### src/rtl/asod_pkg.sv
// Shared types and constants of the averaged six-way orientation detector.
package asod_pkg;

  localparam int unsigned SampleW = 16;
  localparam int unsigned CfgIdxW = 3;

  typedef logic signed [SampleW-1:0] sample_t;

  typedef struct packed {
    sample_t x;
    sample_t y;
    sample_t z;
  } axes_t;

  typedef struct packed {
    sample_t z_pos;
    sample_t z_neg;
    sample_t y_pos;
    sample_t y_neg;
    sample_t x_pos;
    sample_t x_neg;
  } thresholds_t;

  typedef struct packed {
    logic prod_en;
    logic avg_en;
  } div_en_t;

  typedef enum logic [2:0] {
    OrientUnknown = 3'd0,
    OrientZPos    = 3'd1,
    OrientZNeg    = 3'd2,
    OrientYNeg    = 3'd3,
    OrientYPos    = 3'd4,
    OrientXNeg    = 3'd5,
    OrientXPos    = 3'd6
  } orient_e;

  localparam logic [CfgIdxW-1:0] CfgZPosThr = 3'd0;
  localparam logic [CfgIdxW-1:0] CfgZNegThr = 3'd1;
  localparam logic [CfgIdxW-1:0] CfgYPosThr = 3'd2;
  localparam logic [CfgIdxW-1:0] CfgYNegThr = 3'd3;
  localparam logic [CfgIdxW-1:0] CfgXPosThr = 3'd4;
  localparam logic [CfgIdxW-1:0] CfgXNegThr = 3'd5;

endpackage

### src/rtl/asod_const_div.sv
// Two-stage signed division of a window sum by a constant, truncated toward zero.
module asod_const_div
  import asod_pkg::*;
#(
  parameter int unsigned Divisor = 8,
  parameter int unsigned SumW    = 20
) (
  input  logic                   clk_i,
  input  div_en_t                en_i,
  input  logic signed [SumW-1:0] sum_i,
  output sample_t                quot_o
);

  localparam int unsigned MagW    = SumW - 1;
  localparam int unsigned ShiftK  = MagW + $clog2(Divisor);
  localparam int unsigned RecipW  = MagW + 1;
  localparam int unsigned ProdW   = MagW + RecipW;
  localparam longint unsigned Recip =
    ((64'd1 << ShiftK) + longint'(Divisor) - 64'd1) / longint'(Divisor);
  localparam logic [RecipW-1:0] RecipC = RecipW'(Recip);

  logic [SumW-1:0]    abs_full;
  logic [MagW-1:0]    mag;
  logic [ProdW-1:0]   prod_d, prod_q;
  logic               neg_q;
  logic [SampleW:0]   quot_mag;
  logic [SampleW:0]   quot_signed;
  sample_t            quot_d, quot_q;

  assign abs_full = sum_i[SumW-1] ? (~sum_i + 1'b1) : sum_i;
  assign mag      = abs_full[MagW-1:0];
  assign prod_d   = ProdW'(mag) * ProdW'(RecipC);

  always_ff @(posedge clk_i) begin
    if (en_i.prod_en) begin
      prod_q <= prod_d;
      neg_q  <= sum_i[SumW-1];
    end
  end

  assign quot_mag    = (SampleW + 1)'(prod_q >> ShiftK);
  assign quot_signed = neg_q ? (~quot_mag + 1'b1) : quot_mag;
  assign quot_d      = quot_signed[SampleW-1:0];

  always_ff @(posedge clk_i) begin
    if (en_i.avg_en) begin
      quot_q <= quot_d;
    end
  end

  assign quot_o = quot_q;

endmodule

### src/rtl/asod_classify.sv
// Orientation decision from the three axis averages and the thresholds.
module asod_classify
  import asod_pkg::*;
(
  input  axes_t       avg_i,
  input  thresholds_t thr_i,
  output orient_e     orient_o
);

  function automatic logic [SampleW:0] magnitude(sample_t v);
    logic [SampleW:0] ext;
    ext = {v[SampleW-1], v};
    return v[SampleW-1] ? (~ext + 1'b1) : ext;
  endfunction

  logic [SampleW:0] mag_x, mag_y, mag_z;
  logic             dom_x, dom_y, dom_z;

  assign mag_x = magnitude(avg_i.x);
  assign mag_y = magnitude(avg_i.y);
  assign mag_z = magnitude(avg_i.z);

  assign dom_x = (mag_x > mag_y) && (mag_x > mag_z);
  assign dom_y = (mag_y > mag_x) && (mag_y > mag_z);
  assign dom_z = (mag_z > mag_x) && (mag_z > mag_y);

  always_comb begin
    if (dom_z && (avg_i.z > thr_i.z_pos)) begin
      orient_o = OrientZPos;
    end else if (dom_z && (avg_i.z < thr_i.z_neg)) begin
      orient_o = OrientZNeg;
    end else if (dom_y && (avg_i.y < thr_i.y_neg)) begin
      orient_o = OrientYNeg;
    end else if (dom_y && (avg_i.y > thr_i.y_pos)) begin
      orient_o = OrientYPos;
    end else if (dom_x && (avg_i.x < thr_i.x_neg)) begin
      orient_o = OrientXNeg;
    end else if (dom_x && (avg_i.x > thr_i.x_pos)) begin
      orient_o = OrientXPos;
    end else begin
      orient_o = OrientUnknown;
    end
  end

endmodule

### src/rtl/averaged_six_way_orientation_detector.sv
// Top level of the averaged six-way orientation detector.
//
// Each accepted input word is one signed X, Y, Z accelerometer sample. It
// replaces the oldest sample of a ring of WINDOW_LENGTH samples per axis, and
// the running sums are updated at the accepting edge. The window averages are
// the sums divided by WINDOW_LENGTH, truncated toward zero, and one output word
// carries them together with the orientation code.
// The thresholds are to be written through the configuration port only while
// the block is idle; the block itself does not enforce it. An accepted word
// passes the running sum, reciprocal multiply, average, then classification
// into the output register. One word is taken per cycle unless the receiver
// stalls; the four stages hold their words in a stall, and the input keeps
// taking words until every stage is full. Reset empties the window, clears
// the sums, the thresholds and every stage valid flag, losing words in flight.
module averaged_six_way_orientation_detector
  import asod_pkg::*;
#(
  parameter int unsigned WINDOW_LENGTH = 8
) (
  input  logic               clk_i,
  input  logic               rst_ni,
  input  logic               cfg_we_i,
  input  logic [CfgIdxW-1:0] cfg_index_i,
  input  logic [SampleW-1:0] cfg_data_i,
  input  logic               in_valid_i,
  output logic               in_ready_o,
  input  logic [SampleW-1:0] accel_x_i,
  input  logic [SampleW-1:0] accel_y_i,
  input  logic [SampleW-1:0] accel_z_i,
  output logic               out_valid_o,
  input  logic               out_ready_i,
  output logic [2:0]         orientation_o,
  output logic [SampleW-1:0] average_x_o,
  output logic [SampleW-1:0] average_y_o,
  output logic [SampleW-1:0] average_z_o
);

  localparam int unsigned SlotW = (WINDOW_LENGTH > 1) ? $clog2(WINDOW_LENGTH) : 1;
  localparam int unsigned SumW  = SampleW + $clog2(WINDOW_LENGTH) + 1;
  localparam logic [SlotW-1:0] LastSlot = SlotW'(WINDOW_LENGTH - 1);

  thresholds_t thr_q;

  always_ff @(posedge clk_i or negedge rst_ni) begin
    if (!rst_ni) begin
      thr_q <= '0;
    end else if (cfg_we_i) begin
      case (cfg_index_i)
        CfgZPosThr: thr_q.z_pos <= cfg_data_i;
        CfgZNegThr: thr_q.z_neg <= cfg_data_i;
        CfgYPosThr: thr_q.y_pos <= cfg_data_i;
        CfgYNegThr: thr_q.y_neg <= cfg_data_i;
        CfgXPosThr: thr_q.x_pos <= cfg_data_i;
        CfgXNegThr: thr_q.x_neg <= cfg_data_i;
        default: begin
        end
      endcase
    end
  end

  logic    sum_vld_q, prod_vld_q, avg_vld_q, out_vld_q;
  logic    out_free, avg_free, prod_free, sum_free;
  logic    in_acc;
  div_en_t div_en;

  assign out_free  = !out_vld_q || out_ready_i;
  assign avg_free  = !avg_vld_q || out_free;
  assign prod_free = !prod_vld_q || avg_free;
  assign sum_free  = !sum_vld_q || prod_free;
  assign in_ready_o = sum_free;
  assign in_acc     = in_valid_i && sum_free;

  assign div_en.prod_en = sum_vld_q && prod_free;
  assign div_en.avg_en  = prod_vld_q && avg_free;

  always_ff @(posedge clk_i or negedge rst_ni) begin
    if (!rst_ni) begin
      sum_vld_q  <= 1'b0;
      prod_vld_q <= 1'b0;
      avg_vld_q  <= 1'b0;
      out_vld_q  <= 1'b0;
    end else begin
      if (sum_free) begin
        sum_vld_q <= in_acc;
      end
      if (prod_free) begin
        prod_vld_q <= sum_vld_q;
      end
      if (avg_free) begin
        avg_vld_q <= prod_vld_q;
      end
      if (out_free) begin
        out_vld_q <= avg_vld_q;
      end
    end
  end

  // The ring is filled in slot order and is not reset; before the first wrap
  // old_eff reads as zero, since filled_q is still clear.
  axes_t            ring_mem [WINDOW_LENGTH];
  axes_t            smp_in;
  axes_t            old_q;
  axes_t            old_eff;
  logic [SlotW-1:0] slot_q, slot_next;
  logic             filled_q;

  assign smp_in    = '{x: accel_x_i, y: accel_y_i, z: accel_z_i};
  assign slot_next = (slot_q == LastSlot) ? '0 : slot_q + 1'b1;
  assign old_eff   = filled_q ? old_q : '0;

  always_ff @(posedge clk_i) begin
    if (in_acc) begin
      ring_mem[slot_q] <= smp_in;
      if (slot_next == slot_q) begin
        old_q <= smp_in;
      end else begin
        old_q <= ring_mem[slot_next];
      end
    end
  end

  logic signed [SumW-1:0] sum_x_q, sum_y_q, sum_z_q;

  always_ff @(posedge clk_i or negedge rst_ni) begin
    if (!rst_ni) begin
      slot_q   <= '0;
      filled_q <= 1'b0;
      sum_x_q  <= '0;
      sum_y_q  <= '0;
      sum_z_q  <= '0;
    end else if (in_acc) begin
      slot_q <= slot_next;
      if (slot_q == LastSlot) begin
        filled_q <= 1'b1;
      end
      sum_x_q <= sum_x_q + SumW'(smp_in.x) - SumW'(old_eff.x);
      sum_y_q <= sum_y_q + SumW'(smp_in.y) - SumW'(old_eff.y);
      sum_z_q <= sum_z_q + SumW'(smp_in.z) - SumW'(old_eff.z);
    end
  end

  axes_t avg;

  asod_const_div #(.Divisor(WINDOW_LENGTH), .SumW(SumW)) u_div_x (
    .clk_i  (clk_i),
    .en_i   (div_en),
    .sum_i  (sum_x_q),
    .quot_o (avg.x)
  );

  asod_const_div #(.Divisor(WINDOW_LENGTH), .SumW(SumW)) u_div_y (
    .clk_i  (clk_i),
    .en_i   (div_en),
    .sum_i  (sum_y_q),
    .quot_o (avg.y)
  );

  asod_const_div #(.Divisor(WINDOW_LENGTH), .SumW(SumW)) u_div_z (
    .clk_i  (clk_i),
    .en_i   (div_en),
    .sum_i  (sum_z_q),
    .quot_o (avg.z)
  );

  orient_e orient_d, orient_q;
  axes_t   avg_out_q;

  asod_classify u_classify (
    .avg_i    (avg),
    .thr_i    (thr_q),
    .orient_o (orient_d)
  );

  always_ff @(posedge clk_i) begin
    if (avg_vld_q && out_free) begin
      orient_q  <= orient_d;
      avg_out_q <= avg;
    end
  end

  assign out_valid_o   = out_vld_q;
  assign orientation_o = orient_q;
  assign average_x_o   = avg_out_q.x;
  assign average_y_o   = avg_out_q.y;
  assign average_z_o   = avg_out_q.z;

endmodule
### config.mk
export PLATFORM = sky130hd
export DESIGN_NAME = averaged_six_way_orientation_detector
export DESIGN_NICKNAME = d
export VERILOG_FILES = /design/src/rtl/asod_pkg.sv /design/src/rtl/asod_const_div.sv /design/src/rtl/asod_classify.sv /design/src/rtl/averaged_six_way_orientation_detector.sv
export SDC_FILE = /design/constraint.sdc
export NUM_CORES = 1
export LEC_CHECK = 0
export BUFFER_PORTS_ARGS = -buffer_cell sky130_fd_sc_hd__buf_2
export CORE_ASPECT_RATIO = 0.9
export CORE_MARGIN = 3
export CORE_UTILIZATION = 35
export CTS_CLUSTER_DIAMETER = 200
export CTS_CLUSTER_SIZE = 16
export DETAILED_ROUTE_END_ITERATION = 7
export MAX_ROUTING_LAYER = met4
export SETUP_SLACK_MARGIN = 0.02
export SYNTH_ARGS = -nofsm -noshare
export SYNTH_HDL_FRONTEND = slang
export SYNTH_SLANG_ARGS = --single-unit
### constraint.sdc
create_clock -name clk_i -period 8.19 [get_ports clk_i]
set_input_delay 0 -clock clk_i [delete_from_list [all_inputs] [get_ports clk_i]]
set_output_delay 0 -clock clk_i [all_outputs]
set_load 0.02 [all_outputs]
Word-level counts from Yosys, hierarchy flattened --
Memories as Yosys holds them, arrays and structs flattened. A register that Yosys moved wholly into a read port is not among the register bits. Index checks and enable logic that the tools add are counted.
Storage, ports and cells: memories 1, memory bits (writable) 384, logic and storage cells 121, flip-flop bits (word level) 323, memory bits (read-only) 0, latch bits 0, input port bits 72, output and inout bits 53
Cells by class: divide/modulo/power cells 0, add/sub/neg operators 16, reduce and logical (&&, ||, !) cells 30, mux-type cells 18, equality and inequality tests 6, order comparisons 12, shift operators 0, bitwise gates (word level) 9, multipliers 0
Memories:
- ring_mem | depth 8, width 48, rd ports 1, clocked after memory_dff 1, wr ports 1, RTL line averaged_six_way_orientation_detector.sv:100 | axes_t ring_mem [WINDOW_LENGTH];
Operators by type and width (number):
- $gt A17 B17 Y1 | 6
- $add A20 B16 Y20 | 3
- $sub A20 B16 Y20 | 3
- $add A19 B1 Y19 const B | 3
- $mux W19 | 3
- $not A19 Y19 | 3
- $add A17 B1 Y17 const B | 3
- $mux W17 | 3
- $not A17 Y17 | 3
- $add A16 B1 Y16 const B | 3
- $gt A16 B16 Y1 | 3
- $lt A16 B16 Y1 | 3
- $mux W16 | 3
- $mux W48 | 1
- $not A16 Y16 | 3
- $reduce_and A2 Y1 | 7
- $logic_and A1 B1 Y1 | 13
- $mux W3 | 4
- $eq A3 B3 Y1 const B | 3
- $eq A3 B2 Y1 const B | 2
- $logic_not A1 Y1 | 4
- $logic_or A1 B1 Y1 | 4
- $mux W2 | 2
- $add A3 B1 Y3 const B | 1
- 4 further kinds | 5

Logic depth before layout (Yosys ltp) --
word-level depth 11, mapped depth 17

Cells and area by module --
From an unflattened synthesis, not the netlist that was laid out.
Second synthesis, totals: cells, all modules 2818, area total of the unflattened synthesis 38114.1 µm²
By module, submodules not included:
- averaged_six_way_orientation_detector | seq. area each 18607.8 µm², cells each 1846, times used 1, area each 28661.2 µm²
- asod_const_div | seq. area each 991.0 µm², cells each 122, times used 3, area each 1634.1 µm²
- asod_classify | seq. area each 0.0 µm², cells each 606, times used 1, area each 4550.6 µm²

Worst setup path after synthesis --
Ideal clock, no wire load.
path type reg-to-reg, from register out_vld_q (netlist: out_valid_o), to memory ring_mem[2][0] in the netlist's numbering (enable), library setup time 0.590 ns, arrival 6.311 ns, cell stages (with the launch flop) 6, required time 7.600 ns, path buffers 1, path slack 1.289 ns, cells stage by stage dfrtp_1 nor2b_1 nand4_1 nand2_1 clkbuf_1 nor4b_1
On the way: word-level cells in the longest chain between the ends 8
RTL lines:
- start, declared | RTL line averaged_six_way_orientation_detector.sv:61 | logic sum_vld_q, prod_vld_q, avg_vld_q, out_vld_q;
- start signal, assigned | RTL line averaged_six_way_orientation_detector.sv:93 | out_vld_q <= avg_vld_q;
- $logic_not A1 Y1 | RTL line averaged_six_way_orientation_detector.sv:66 | assign out_free = !out_vld_q || out_ready_i;
- $logic_or A1 B1 Y1 | RTL line averaged_six_way_orientation_detector.sv:66
- $logic_or A1 B1 Y1 | RTL line averaged_six_way_orientation_detector.sv:67 | assign avg_free = !avg_vld_q || out_free;
- $logic_or A1 B1 Y1 | RTL line averaged_six_way_orientation_detector.sv:68 | assign prod_free = !prod_vld_q || avg_free;
- $logic_or A1 B1 Y1 | RTL line averaged_six_way_orientation_detector.sv:69 | assign sum_free = !sum_vld_q || prod_free;
- net in_ready_o | RTL line averaged_six_way_orientation_detector.sv:26 | output logic in_ready_o,
- $logic_and A1 B1 Y1 | RTL line averaged_six_way_orientation_detector.sv:71 | assign in_acc = in_valid_i && sum_free;
- $mux W1 | RTL line averaged_six_way_orientation_detector.sv:112 | if (in_acc) begin
- $mux W1 (implied by the code) | RTL line averaged_six_way_orientation_detector.sv:113 | ring_mem[slot_q] <= smp_in;
- end, declared | RTL line averaged_six_way_orientation_detector.sv:100
The timed path passes the listed nets, and every way through them passes these cells.

Final worst setup path --
from register u_div_x.quot_q[0] (netlist: u_div_x.quot_o[0]), to register orient_q[1] (netlist: orientation_o[1]) (data pin)
On the way: word-level cells in the longest chain between the ends 11, elaborated cells on any way between the ends 23, those cells by class add/sub: 1; order compare: 6; mux: 6; bitwise: 1; reduce/logical: 9
RTL lines:
- start, declared | RTL line asod_const_div.sv:28 | sample_t quot_d, quot_q;
- start signal, assigned | RTL line asod_const_div.sv:47 | quot_q <= quot_d;
- $not A17 Y17 | RTL line asod_classify.sv:13 | return v[SampleW-1] ? (~ext + 1'b1) : ext;
- $add A17 B1 Y17 | RTL line asod_classify.sv:13
- $mux W17 | RTL line asod_classify.sv:13
- $gt A17 B17 Y1 | RTL line asod_classify.sv:23 | assign dom_x = (mag_x > mag_y) && (mag_x > mag_z);
- $logic_and A1 B1 Y1 | RTL line asod_classify.sv:23
- $logic_and A1 B1 Y1 | RTL line asod_classify.sv:38 | end else if (dom_x && (avg_i.x > thr_i.x_pos)) begin
- $mux W3 | RTL line asod_classify.sv:38
- $mux W3 | RTL line asod_classify.sv:36 | end else if (dom_x && (avg_i.x < thr_i.x_neg)) begin
- $mux W3 | RTL line asod_classify.sv:34 | end else if (dom_y && (avg_i.y > thr_i.y_pos)) begin
- $mux W2 | RTL line asod_classify.sv:32 | end else if (dom_y && (avg_i.y < thr_i.y_neg)) begin
- $mux W2 | RTL line asod_classify.sv:30 | end else if (dom_z && (avg_i.z < thr_i.z_neg)) begin
- end signal, assigned | RTL line averaged_six_way_orientation_detector.sv:176 | orient_q <= orient_d;
- end, declared | RTL line averaged_six_way_orientation_detector.sv:165 | orient_e orient_d, orient_q;
Several ways; a longest one is shown, not always the timed one. A chain may end at the register's enable or synchronous reset.

==> flow_summary.rst <==
.. list-table::
   :header-rows: 1

   * - Metric
     - Value
   * - Crit path max fanout
     - 6
   * - Fraction of synthesis flops using an asynchronous set or reset pin
     - 22.0%
   * - Final setup violation count
     - 0
   * - Starting density of the core
     - 35.4%
   * - Count of H-tree levels built during CTS
     - 2
   * - IR drop worst, VDD
     - 0.351 mV
   * - Required time of the critical path
     - 8.55 ns
   * - Pin count of the biggest net entering global routing
     - 98
   * - Kind of critical path
     - flip-flop to flip-flop
   * - Initial DRT Pass Iterations
     - 5
   * - Worst Skew
     - around 0.058 ns
   * - Category of the worst setup path launch point
     - flip-flop
   * - Number of buffers created by CTS
     - 52
   * - Buffer depth of the longest clock path
     - 3
   * - Cell chosen for the clock root
     - clkbuf_16
   * - Standard-cell rows
     - 113
   * - Clock tree from TritonCTS
     - done
   * - Synth Instances
     - 3004
   * - Wire length of the first global-routing pass
     - 138000 microns
   * - Post-synth design cell area
     - 37400 sq um
   * - Share of the clock period used by the worst path
     - 59.3%
   * - Area delta synth->final
     - 12.6%
   * - Final nets
     - 3536
   * - Worst setup slack after layout
     - 3.33 ns
   * - Result of the run
     - completed
   * - Final global-route overflow total
     - 0
   * - Worst-margin pin slew
     - 1.21 ns
   * - Hold Vio Cnt, Final
     - 0
   * - Classification of the worst-slack hold path
     - primary input to flip-flop
   * - Total number of yosys warnings
     - 0
   * - Routability congestion estimate from global placement
     - 0.886
   * - Detail-routed net length per standard cell
     - 19.1 microns
   * - Data arrival at the endpoint of the critical path
     - 5.22 ns
   * - Summed negative setup slack over all endpoints
     - 0 ns
   * - Total number of vias
     - between 20000 and 25000
   * - Width of the chip
     - between 300 and 400 microns
   * - Proportion of synthesized chip area in sequential cells
     - 57.6%
   * - Area of the core region
     - 106000 sq um
   * - I/O pin cnt
     - 125
   * - Number of vias per cell
     - a little under 5
   * - Post-cts repair resize count
     - 0
   * - DIE AREA
     - ~110000 sq um
   * - Max-slew headroom at the worst pin
     - between 10% and 20%
   * - Pins Over Slew Limit
     - 0
   * - Synth unique cells
     - 85
   * - Clock sink count
     - 746
   * - Maximum operating frequency
     - 206 MHz
   * - Leakage power of the design
     - 16.5 nW
   * - Crit. End Element
     - flip-flop
   * - Total detailed-routing wirelength
     - 88100 microns
   * - Synth Flop Type
     - edfxtp_1
   * - Post-detailed-route count of antenna-violating nets
     - 0
   * - Unrepaired setup endpoints after global routing
     - no
   * - 1st-iter DRT viols
     - approximately 1600
   * - Shortest period the worst path allows
     - 4.86 ns
   * - Synthesized area per cell
     - 12.5 sq um
   * - Number of global-route vias before repair
     - roughly 23000
   * - Count of maximum capacitance violations
     - 0
   * - Power density normalized to cell area
     - roughly 430 nW/um^2
   * - Hold Buf Count CTS
     - between 80 and 90
   * - EDFF count, synth
     - around 580
   * - Leading cell type in the layout, fill and taps excluded
     - edfxtp_1
   * - Number of port buffers
     - 124
   * - Worst Hold Path Cells
     - 2
   * - Antenna violations before repair
     - 8
   * - Clk_lat worst skew
     - 0.66 ns
   * - Post-DP HPWL
     - just under 60000 microns
   * - Pre-CTS WS
     - ~3.5 ns
   * - Number of synthesized register bits
     - 746
   * - Post-CTS Setup Bufs
     - 0
   * - Clk slew on worst S/H paths
     - 0.08 ns
   * - Number of cell instances on the worst register-to-register path
     - 14
   * - Vertical extent of the die
     - 316 microns
   * - Top library cells by usage in the layout, fill and taps aside
     - edfxtp_1, inv_1, nand2_1
   * - Fraction of final layout cells sized beyond drive strength 1
     - around a tenth
   * - Count of unresolved DRC violations after routing
     - 0
   * - Hold WS
     - 0.160 ns
   * - GRT Resource Usage Total
     - 16.5%
[flip-flops by register name, summed over array words and instances (netlist names), 20 cells and up]
register and count:
old_q 48, sum_x_q 20, thr_q 96, sum_y_q 20, sum_z_q 20, ring_mem 384
[cells in the mapped netlist, types with 5 or more instances]
master	instances	area [sq um]
ha_1	211	2640
a211o_1	33	289
o31a_1	22	193
xor2_1	43	377
a31oi_1	6	37.5
o41ai_1	10	87.6
or4_1	7	52.6
nor4_1	6	37.5
a2111oi_0	6	52.6
nand4_1	26	163
o31ai_1	43	323
a21oi_1	81	405
or2_2	7	43.8
mux4_2	48	1080
o211a_1	5	50.1
nand2b_1	17	106
nor2b_1	52	325
inv_1	353	1330
and4_1	11	96.3
a211oi_1	9	67.6
xnor2_1	125	1090
nor3_1	24	120
edfxtp_1	582	17500
fa_1	57	1140
o21a_1	30	225
o21ai_0	239	1200
and2_1	53	332
o211ai_1	5	37.5
nor2_1	90	338
o221ai_1	48	420
dfrtp_1	164	4100
and3_1	10	62.6
mux2_2	38	428
buf_1	18	67.6
a21o_1	41	308
clkbuf_1	80	300
nand3_1	31	155
nand2_1	270	1010
or3_1	23	144
o2111ai_1	5	43.8
[kinds of logic (layout without fill, tap and decap cells)]
| family | count (synthesis) | after routing | synth area share, % |
|---|---|---|---|
| and+or+nand+nor | 653 | 653 | 8.58 |
| buffers and inverters | 452 | 682 | 4.53 |
| muxes | 89 | 89 | 4.11 |
| xor gates and xnor gates | 170 | 170 | 4.02 |
| other | 2 | 12 | 0.0201 |
| AOI/OAI and AO/OA | 623 | 623 | 11.0 |
| DFF | 746 | 746 | 57.6 |
| adders and majority gates | 269 | 269 | 10.1 |
[worst max-delay path, cell delays in order (launching register included)]
cell and delay, ns:
edfxtp_1 0.50, inv_1 0.16, ha_1 0.20, or4b_4 0.53
o21ai_0 0.22, xor2_1 0.34, ha_1 0.33, a2111oi_0 0.39
a211o_1 0.20, a22oi_1 0.07, o21a_1 0.21, o41ai_1 0.69
o211ai_1 0.28, and2_1 0.21, o31a_1 0.24
[metrics by stage]
| step | cell area [sq um] | power (mW) | std cells | utilization, % |
|---|---|---|---|---|
| floorplan | 37500 | 13.3 | 3008 | - |
| global placement | 39700 | 15.7 | 4439 | 37.5 |
| detailed placement | 39700 | 15.8 | 4439 | 37.5 |
| CTS | 42100 | 18.4 | 4618 | 39.8 |
| global route | 42100 | 20.0 | 4624 | 39.8 |
| finish | 42100 | 18.3 | 4624 | 39.8 |
[worst paths after layout]
kind / from / endpoint / slack (ns)
setup / recovery: u_div_x.quot_o[0]$_DFFE_PP_ / orientation_o[1]$_SDFFCE_PP0P_ / 3.33
hold / removal: accel_x_i[10] / ring_mem[5][42]$_DFFE_PP_ / 0.16
max in group asynchronous: rst_ni / sum_y_q[18]$_DFFE_PN0P_ / 6.24
hold reg to reg: sum_z_q[14]$_DFFE_PN0P_ / sum_z_q[14]$_DFFE_PN0P_ / 0.48
min in group asynchronous: rst_ni / thr_q[20]$_DFFE_PN0P_ / 0.46
setup reg to reg: u_div_x.quot_o[0]$_DFFE_PP_ / orientation_o[1]$_SDFFCE_PP0P_ / 3.33
[power by group]
part | internal, mW | switching [mW]
clock network | 1.23 | 1.31
registers | 5.42 | 0.787
logic | 4.09 | 5.46
total | 10.7 | 7.56
[metal layers]
layer / vias to the layer above / part of all wire, % / global-route usage (%)
met1: 11194 / 49 / 23.9
li1: 11217 / - / -
met5: - / 0 / -
met4: 0 / 1.7 / 3.45
met2: 463 / 44 / 25.0
met3: 95 / 4.6 / 2.13
[area by class of cell]
cell class                      instances  area, sq um
Clock inverter                          3         68.8
Fill cell                           10029        63800
Antenna cell                            6         15.0
Sequential cell                       746        21600
Multi-Input combinational cell       1810        14300
Inverter                              354         1330
Clock buffer                           93         1480
Timing Repair Buffer                  232         1660
Tap cell                             1380         1730
Note: power is estimated with default switching activity, not from simulation.
